<file path="config.mk">
export PLATFORM = sky130hd
export DESIGN_NAME = pid_velocity_iterate
export DESIGN_NICKNAME = d
export VERILOG_FILES = /design/src/rtl/pvi_pkg.sv /design/src/rtl/pid_velocity_iterate.sv
export SDC_FILE = /design/constraint.sdc
export NUM_CORES = 2
export LEC_CHECK = 0
export ABC_AREA = 1
export BUFFER_PORTS_ARGS = -buffer_cell sky130_fd_sc_hd__buf_4
export CAP_MARGIN = 20
export CORE_AREA = 2 2 366 368
export CTS_BUF_LIST = sky130_fd_sc_hd__clkbuf_8
export CTS_CLUSTER_DIAMETER = 50
export DETAILED_ROUTE_END_ITERATION = 16
export DIE_AREA = 0 0 368 370
export PLACE_DENSITY = 0.66
export SYNTH_ARGS = -nofsm -noshare
export SYNTH_HDL_FRONTEND = slang
export SYNTH_SLANG_ARGS = --single-unit
</file>
<file path="constraint.sdc">
create_clock -name clk -period 9.6 [get_ports clk]
set_clock_uncertainty 0.15 [all_clocks]
set_input_delay 1.92 -clock clk [delete_from_list [all_inputs] [get_ports clk]]
set_output_delay 1.92 -clock clk [all_outputs]
set_load 0.03 [all_outputs]
</file>
<file path="src/rtl/pvi_pkg.sv">
`timescale 1ns / 1ps
`default_nettype none

package pvi_pkg;

  // step counter width
  localparam int COUNT_BITS = 16;

  // stream word widths, fields packed from bit 0 and padded to whole bytes
  localparam int IN_BITS  = 64 + COUNT_BITS;
  localparam int IN_W     = ((IN_BITS + 7) / 8) * 8;
  localparam int VEL_W    = 32;
  localparam int GAIN_W   = 24;
  localparam int PROD_W   = VEL_W + GAIN_W;   // shared multiplier result
  localparam int ACC_W    = 60;               // kp*e + 10*kd*d + ki*sum
  localparam int WIDE_W   = 45;               // headroom ahead of saturation
  localparam int FRAC_W   = 16;

  // dt = 0.1 in Q0.16
  localparam logic signed [GAIN_W-1:0] DT_Q16 = 24'sd6554;

  // configuration register indexes
  typedef enum logic [1:0] {
    CFG_PROP  = 2'd0,
    CFG_INTEG = 2'd1,
    CFG_DERIV = 2'd2
  } cfg_idx_t;

  // sequencer states
  typedef enum logic [1:0] {
    ST_IDLE,
    ST_RUN,
    ST_FLUSH
  } state_t;

  // microcode fields
  typedef enum logic [1:0] {
    A_ERR,
    A_DIFF,
    A_SUM
  } a_sel_t;

  typedef enum logic [1:0] {
    B_KP,
    B_KI,
    B_KD,
    B_DT
  } b_sel_t;

  typedef enum logic [1:0] {
    ACC_HOLD,
    ACC_LOAD,
    ACC_ADD,
    ACC_ADD10
  } acc_op_t;

  typedef struct packed {
    a_sel_t  a_sel;
    b_sel_t  b_sel;
    logic    mul_en;
    logic    ld_err;
    logic    ld_diff;
    logic    ld_sum;
    acc_op_t acc_op;
    logic    ld_vel;
    logic    loop_end;
  } ctrl_word_t;

  localparam int UPC_W = 3;
  localparam logic [UPC_W-1:0] UPC_FIRST = 3'd0;

  // one pid step: 7 control words
  function automatic ctrl_word_t ucode(input logic [UPC_W-1:0] upc);
    ctrl_word_t cw;
    cw = '{a_sel: A_ERR, b_sel: B_KP, mul_en: 1'b0, ld_err: 1'b0, ld_diff: 1'b0,
           ld_sum: 1'b0, acc_op: ACC_HOLD, ld_vel: 1'b0, loop_end: 1'b0};
    unique case (upc)
      3'd0: cw.ld_err = 1'b1;
      3'd1: begin
        cw.ld_diff = 1'b1;
        cw.mul_en  = 1'b1;
        cw.a_sel   = A_ERR;
        cw.b_sel   = B_KP;
      end
      3'd2: begin
        cw.acc_op = ACC_LOAD;
        cw.mul_en = 1'b1;
        cw.a_sel  = A_ERR;
        cw.b_sel  = B_DT;
      end
      3'd3: begin
        cw.ld_sum = 1'b1;
        cw.mul_en = 1'b1;
        cw.a_sel  = A_DIFF;
        cw.b_sel  = B_KD;
      end
      3'd4: begin
        cw.acc_op = ACC_ADD10;
        cw.mul_en = 1'b1;
        cw.a_sel  = A_SUM;
        cw.b_sel  = B_KI;
      end
      3'd5: cw.acc_op = ACC_ADD;
      3'd6: begin
        cw.ld_vel   = 1'b1;
        cw.loop_end = 1'b1;
      end
      default: cw.loop_end = 1'b1;
    endcase
    return cw;
  endfunction

  typedef struct packed {
    logic signed [VEL_W-1:0] val;
    logic                    ovf;
  } sat_t;

  // clamp to the signed 32-bit range
  function automatic sat_t sat32(input logic signed [WIDE_W-1:0] x);
    sat_t r;
    r.ovf = !((&x[WIDE_W-1:VEL_W-1]) || !(|x[WIDE_W-1:VEL_W-1]));
    if (r.ovf) begin
      r.val = x[WIDE_W-1] ? {1'b1, {(VEL_W-1){1'b0}}} : {1'b0, {(VEL_W-1){1'b1}}};
    end else begin
      r.val = x[VEL_W-1:0];
    end
    return r;
  endfunction

  // round half up, then drop the fraction
  function automatic logic signed [PROD_W-FRAC_W-1:0] rnd_prod(
      input logic signed [PROD_W-1:0] x);
    logic signed [PROD_W-1:0] y;
    y = x + PROD_W'(32768);
    return y[PROD_W-1:FRAC_W];
  endfunction

  function automatic logic signed [ACC_W-FRAC_W-1:0] rnd_acc(
      input logic signed [ACC_W-1:0] x);
    logic signed [ACC_W-1:0] y;
    y = x + ACC_W'(32768);
    return y[ACC_W-1:FRAC_W];
  endfunction

endpackage

`default_nettype wire

</file>
<file path="src/rtl/pid_velocity_iterate.sv">
`timescale 1ns / 1ps
`default_nettype none

// channel  | ports                          | word
// ---------+--------------------------------+-------------------------------------------
// input    | s_tvalid s_tready s_tdata      | target, start velocity, step count
// output   | m_tvalid m_tready m_tdata/tuser| final velocity, saturation flag
// config   | cfg_valid cfg_ready cfg_*      | gain index 0..2, 24-bit Q8.16 gain
//
// an item is loaded, runs one pid step per step count (zero steps run as one), and then
// moves into the output register once that register is free
// a step finds the error, uses the shared 32x24 multiplier, then sums and updates
// rst is synchronous; it clears the gains, the sequencer and the output valid
// a finished word waits in the output register while the next word is accepted;
// the sequencer holds only if a second result is ready before the first is taken
module pid_velocity_iterate
  import pvi_pkg::*;
(
  input  wire logic                clk,
  input  wire logic                rst,
  input  wire logic                s_tvalid,
  output logic                     s_tready,
  input  wire logic [IN_W-1:0]     s_tdata,   // target_setpoint, start_velocity, step_count
  output logic                     m_tvalid,
  input  wire logic                m_tready,
  output logic [VEL_W-1:0]         m_tdata,   // final_velocity
  output logic                     m_tuser,   // saturated
  input  wire logic                cfg_valid,
  output logic                     cfg_ready,
  input  wire logic [1:0]          cfg_index,
  input  wire logic [GAIN_W-1:0]   cfg_data
);

  state_t state, state_next;
  logic [UPC_W-1:0] upc;
  logic [COUNT_BITS-1:0] cnt;
  ctrl_word_t cw;

  logic signed [GAIN_W-1:0] kp, ki, kd;
  logic signed [VEL_W-1:0]  tgt, vel, err, last_err, diff, sum;
  logic signed [PROD_W-1:0] prod;
  logic signed [ACC_W-1:0]  acc;
  logic                     sat_flag;

  logic in_acc, out_free, last_step;
  logic signed [VEL_W-1:0]  mul_a;
  logic signed [GAIN_W-1:0] mul_b;
  logic signed [ACC_W-1:0]  prod_ext, prod10, acc_next;
  sat_t err_s, diff_s, sum_s, vel_s;
  logic [COUNT_BITS-1:0] cnt_in;

  assign cfg_ready = 1'b1;
  assign s_tready  = (state == ST_IDLE);
  assign in_acc    = s_tvalid && s_tready;
  assign out_free  = !m_tvalid || m_tready;
  assign cw        = ucode(upc);
  assign last_step = (cnt == COUNT_BITS'(1));
  assign cnt_in    = s_tdata[64 +: COUNT_BITS];

  // gain registers
  always_ff @(posedge clk) begin
    if (rst) begin
      kp <= '0;
      ki <= '0;
      kd <= '0;
    end else if (cfg_valid && cfg_ready) begin
      case (cfg_index)
        CFG_PROP:  kp <= cfg_data;
        CFG_INTEG: ki <= cfg_data;
        CFG_DERIV: kd <= cfg_data;
        default: ;
      endcase
    end
  end

  // next state
  always_comb begin
    state_next = state;
    unique case (state)
      ST_IDLE:  if (in_acc) state_next = ST_RUN;
      ST_RUN:   if (cw.loop_end && last_step) state_next = ST_FLUSH;
      ST_FLUSH: if (out_free) state_next = ST_IDLE;
      default:  state_next = ST_IDLE;
    endcase
  end

  always_ff @(posedge clk) begin
    if (rst) begin
      state <= ST_IDLE;
    end else begin
      state <= state_next;
    end
  end

  // microprogram counter and step counter
  always_ff @(posedge clk) begin
    if (rst) begin
      upc <= UPC_FIRST;
      cnt <= '0;
    end else if (in_acc) begin
      upc <= UPC_FIRST;
      cnt <= (cnt_in == '0) ? COUNT_BITS'(1) : cnt_in;
    end else if (state == ST_RUN) begin
      if (cw.loop_end) begin
        upc <= UPC_FIRST;
        cnt <= cnt - COUNT_BITS'(1);
      end else begin
        upc <= upc + UPC_W'(1);
      end
    end
  end

  // shared multiplier operands
  always_comb begin
    case (cw.a_sel)
      A_ERR:   mul_a = err;
      A_DIFF:  mul_a = diff;
      A_SUM:   mul_a = sum;
      default: mul_a = err;
    endcase
    case (cw.b_sel)
      B_KP:    mul_b = kp;
      B_KI:    mul_b = ki;
      B_KD:    mul_b = kd;
      B_DT:    mul_b = DT_Q16;
      default: mul_b = kp;
    endcase
  end

  // error, difference, sum and velocity updates with clamping
  always_comb begin
    err_s    = sat32(WIDE_W'(tgt) - WIDE_W'(vel));
    diff_s   = sat32(WIDE_W'(err) - WIDE_W'(last_err));
    sum_s    = sat32(WIDE_W'(sum) + WIDE_W'(rnd_prod(prod)));
    vel_s    = sat32(WIDE_W'(vel) + WIDE_W'(rnd_acc(acc)));
    prod_ext = ACC_W'(prod);
    prod10   = (prod_ext <<< 3) + (prod_ext <<< 1);
    case (cw.acc_op)
      ACC_LOAD:  acc_next = prod_ext;
      ACC_ADD:   acc_next = acc + prod_ext;
      ACC_ADD10: acc_next = acc + prod10;
      default:   acc_next = acc;
    endcase
  end

  // datapath registers
  always_ff @(posedge clk) begin
    if (in_acc) begin
      tgt      <= s_tdata[31:0];
      vel      <= s_tdata[63:32];
      last_err <= '0;
      sum      <= '0;
      sat_flag <= 1'b0;
    end else if (state == ST_RUN) begin
      if (cw.ld_err) begin
        err <= err_s.val;
        if (err_s.ovf) sat_flag <= 1'b1;
      end
      if (cw.ld_diff) begin
        diff     <= diff_s.val;
        last_err <= err;
        if (diff_s.ovf) sat_flag <= 1'b1;
      end
      if (cw.ld_sum) begin
        sum <= sum_s.val;
        if (sum_s.ovf) sat_flag <= 1'b1;
      end
      if (cw.ld_vel) begin
        vel <= vel_s.val;
        if (vel_s.ovf) sat_flag <= 1'b1;
      end
      if (cw.mul_en) prod <= mul_a * mul_b;
      acc <= acc_next;
    end
  end

  // output register
  always_ff @(posedge clk) begin
    if (rst) begin
      m_tvalid <= 1'b0;
    end else if (state == ST_FLUSH && out_free) begin
      m_tvalid <= 1'b1;
    end else if (m_tready) begin
      m_tvalid <= 1'b0;
    end
  end

  always_ff @(posedge clk) begin
    if (state == ST_FLUSH && out_free) begin
      m_tdata <= vel;
      m_tuser <= sat_flag;
    end
  end

  // checks
  a_start_run : assert property (@(posedge clk) disable iff (rst)
    in_acc |=> (state == ST_RUN) && (upc == UPC_FIRST) && (cnt != '0))
    else $error("sequencer did not start a run");

  a_cnt_live : assert property (@(posedge clk) disable iff (rst)
    (state == ST_RUN) |-> (cnt != '0))
    else $error("step counter ran out inside a run");

  a_upc_range : assert property (@(posedge clk) disable iff (rst)
    (state == ST_RUN) |-> (upc <= UPC_W'(6)))
    else $error("microprogram counter left the program");

  a_out_src : assert property (@(posedge clk) disable iff (rst)
    $rose(m_tvalid) |-> ($past(state) == ST_FLUSH))
    else $error("result word appeared outside flush");

  a_flush_hold : assert property (@(posedge clk) disable iff (rst)
    (state == ST_FLUSH) && !out_free |=> (state == ST_FLUSH))
    else $error("result dropped while output busy");

endmodule

`default_nettype wire
</file>
==> results.json <==
{
  "postSynthCellCount": 8800,
  "finalHoldViolations": 0,
  "cap_violations": 0,
  "power.leakage_nw": 34.3,
  "endpoint_kind": "flop",
  "required_ps": 9970,
  "die_x_um": 368,
  "setup_violations": 0,
  "cts_root_buf": "clkbuf_8",
  "yosys.area.top_type_share_pct": 25.8,
  "final_antenna_net_count": 0,
  "instances_no_fill": 10800,
  "avgSynthCellArea_um2": 7.45,
  "p_switching_mw": 9.03,
  "placed_cells": 10600,
  "swShare_pct": 53.8,
  "slew_violations": 0,
  "yosysSeqAreaShare_pct": 17.6,
  "start_util_pct": 49.5,
  "tightest_slew_ps": 991,
  "combPwrFrac_pct": 71.1,
  "first_global_vias": 60300,
  "path_common_cell": "inv_1",
  "row_count": 134,
  "hold_class": "flop to flop",
  "drc": 0,
  "yosys-top-cells-area": "fa_1 (26%), edfxtp_1 (13%), nand2_1 (11%), inv_1 (9.7%), ha_1 (8.1%)",
  "drt-pass1-iter-count": 6,
  "die_h_um": 370,
  "synth_edf_count": 277,
  "nNetsFinal": 10300,
  "met2_usage_pct": 59.2,
  "grt_util_met3_pct": 5.98,
  "synthMuxAreaShare_pct": 0,
  "yosys.area_share.simple_pct": 22.4,
  "fillers": 13200,
  "core_mm2": 0.132,
  "ctsHoldBuffers": 0,
  "grt-ovfl-total": 0,
  "die_area_mm2": 0.136,
  "io_pins": 147,
  "status": "finished clean",
  "wl_per_cell_um": 22.6,
  "ir_worst_vdd_mv": 0.249,
  "max_stage_delay_ps": 540,
  "synth_fa_ha_area_share_pct": 33.9,
  "multi_input_comb_area_mm2": 0.0466,
  "yosys.cell_types.count": 70,
  "intPower_mw": 7.74,
  "routed-via-count": 59700,
  "clk_pin_slew_ps": 60,
  "cts.path.max_buffers": 3,
  "slew_headroom_pct": 33.2,
  "track_usage_pct": 35.8,
  "antenna_found_initial": 6,
  "period_share_pct": 96.1,
  "syn_to_final_growth_pct": 8.38,
  "clock_sinks": 436,
  "clk_latency_ps": 830,
  "period_needed_ps": 9230,
  "hpwl_um": 204000,
  "h-tree-depth": 3,
  "synth_top_cell_by_area": "fa_1",
  "grt_busiest_layer": "met2",
  "grt_max_degree": 86,
  "start_kind": "flop",
  "cpMaxStageDelayCell": "inv_1",
  "power.density_mw_per_mm2": 236,
  "crit_arrival_ps": 9600,
  "crit_type": "flop to flop",
  "vias_per_cell": 5.53,
  "p_clk_share_pct": 12.2,
  "grt_pass1_wl_um": 366000,
  "fmax_mhz": 108,
  "synth-compound-area-share_pct": 11.2,
  "synth_xor_xnor_area_share_pct": 3.44,
  "cp_max_fo": 12,
  "p_total_mw": 16.8,
  "cts_buffers": 88,
  "place.gp.congestion": 1.03,
  "syn-num-nets": 10200,
  "drt_iter0_markers": 5684,
  "wl_um": 244000,
  "seq_area_mm2": 0.0115,
  "layout-drive-gt1-share_pct": 7.13,
  "seqPwrFrac_pct": 16.7,
  "grtUsageMet1_pct": 45.9,
  "ys_ff_latch": 436,
  "cts_tree": "done",
  "async_flop_share_pct": 0,
  "synth_top_family_by_area": "adder cells",
  "port_buffers": 145,
  "yosysWarningCount": 0,
  "ys.flop_type": "edfxtp_1",
  "syn-cell-area_mm2": 0.0655
}
## power groups by stage
| stage | logic, mW | clock network, mW | registers (mW) |
|---|---|---|---|
| 3_3_place_gp | 11.5 | 0 | 2.82 |
| 2_1_floorplan | 8.06 | 0 | 2.65 |
| 6_report | 11.9 | 2.05 | 2.80 |
| 3_5_place_dp | 11.6 | 0 | 2.82 |
| 5_1_grt | 13.2 | 2.16 | 2.80 |
| 4_1_cts | 11.7 | 2.09 | 2.79 |
## cell usage after synthesis (all sizes together) (15+ instances only)
library cell  number
inv             1732
nor4              32
clkbuf           111
fa               844
or2               59
o21ai            437
o21a              21
a21oi            561
o21bai            43
a31oi             38
nand3            289
nand2           1941
ha               425
xor2             162
xnor2             95
dfxtp            159
nor2            1096
o211ai            45
edfxtp           277
a21o              41
nand4             77
nor3              72
a221oi            15
o22ai             33
buf              110
## what timing repair did
item / CTS / global route
setup endpoints to repair: 1 / 23
gates cloned: 0 / 0
resized for setup: 1 / 40
setup buffers: 0 / 13
## per-layer routing
layer	wire length [µm]	up-vias
met5	27	-
met4	13200	4
met3	18300	527
met2	113000	2385
met1	99400	29000
li1	-	27800
## kinds of logic (layout without fill, tap and decap cells)
logic type | count (synthesis) | in the layout
compound gates | 1286 | 1286
xor+xnor | 257 | 257
flops | 436 | 436
simple gates | 3587 | 3587
other cells | 1 | 5
buf+inv | 1964 | 2196
fa+ha+maj | 1269 | 1269
## final timing paths
path	start	to	slack, ps	cells past startpoint
worst max register to register	upc[0]	prod[43]	370	34
worst min-delay path	kd[8]	kd[8]	300	2
worst min register to register	kd[8]	kd[8]	300	2
worst max-delay path	upc[0]	prod[43]	370	34
## placed cells by master, fill, tap and decap left out, types with 25 or more instances in the layout
cell type  netlist  routed
nand2_1       1920    1918
inv_1         1700    1710
nor2_1        1075    1070
fa_1           844     843
a21oi_1        530     527
ha_1           425     425
o21ai_0        422     421
buf_4            9     286
edfxtp_1       277     277
nand3_1        277     276
xor2_1         162     162
dfxtp_1        159     159
xnor2_1         95      95
clkbuf_8         0      94
nand4_1         77      77
nor3_1          64      62
or2_2           51      51
o211ai_1        44      44
o21bai_1        43      43
a21o_1          41      41
a31oi_1         38      38
a21oi_2         31      32
inv_2           32      30
nor4_1          29      28
o22ai_1         30      27
clkinv_1        11      25
## flip-flops by register name (all words and copies together) (netlist names)
signal and count:
acc 60, prod 56, diff 32, err 32, last_err 32, m_tdata 32
sum 32, tgt 32, vel 32, kd 24, ki 24, kp 24
cnt 16, upc 3, state 2, m_tuser 1, m_tvalid 1, sat_flag 1
## worst max-delay path, delay by kind of cell, from the launching register on
kind                       cells  cell delay [ps]
xor gates and xnor gates       1               80
and+or+nand+nor                6             1050
buffers and inverters         11             1580
adders and majority gates      9             4090
AOI/OAI and AO/OA              7             1590
DFF                            1              360
## per-stage QoR
stage          hold WS [ps]  TNS (ps)  utilization [%]  setup WS [ps]  instance area, µm²
2_1_floorplan           274         0                -           1480               65500
3_3_place_gp            289         0             52.0            244               68900
3_5_place_dp            294         0             52.0           71.8               68900
4_1_cts                 302         0             53.4           38.9               70800
5_1_grt                 322     -4.21             53.6          -4.21               71000
6_report                304         0             53.6            371               71000
## area by class of cell
type | count | share of cell area [%]
Antenna cell | 4 | 0.0141
Timing Repair Buffer | 293 | 3.17
Multi-Input combinational cell | 6400 | 65.6
Clock buffer | 94 | 1.82
Clock inverter | 66 | 0.765
Tap cell | 1768 | 3.11
Inverter | 1743 | 9.29
Sequential cell | 436 | 16.2
(Power assumes the default switching activity.)
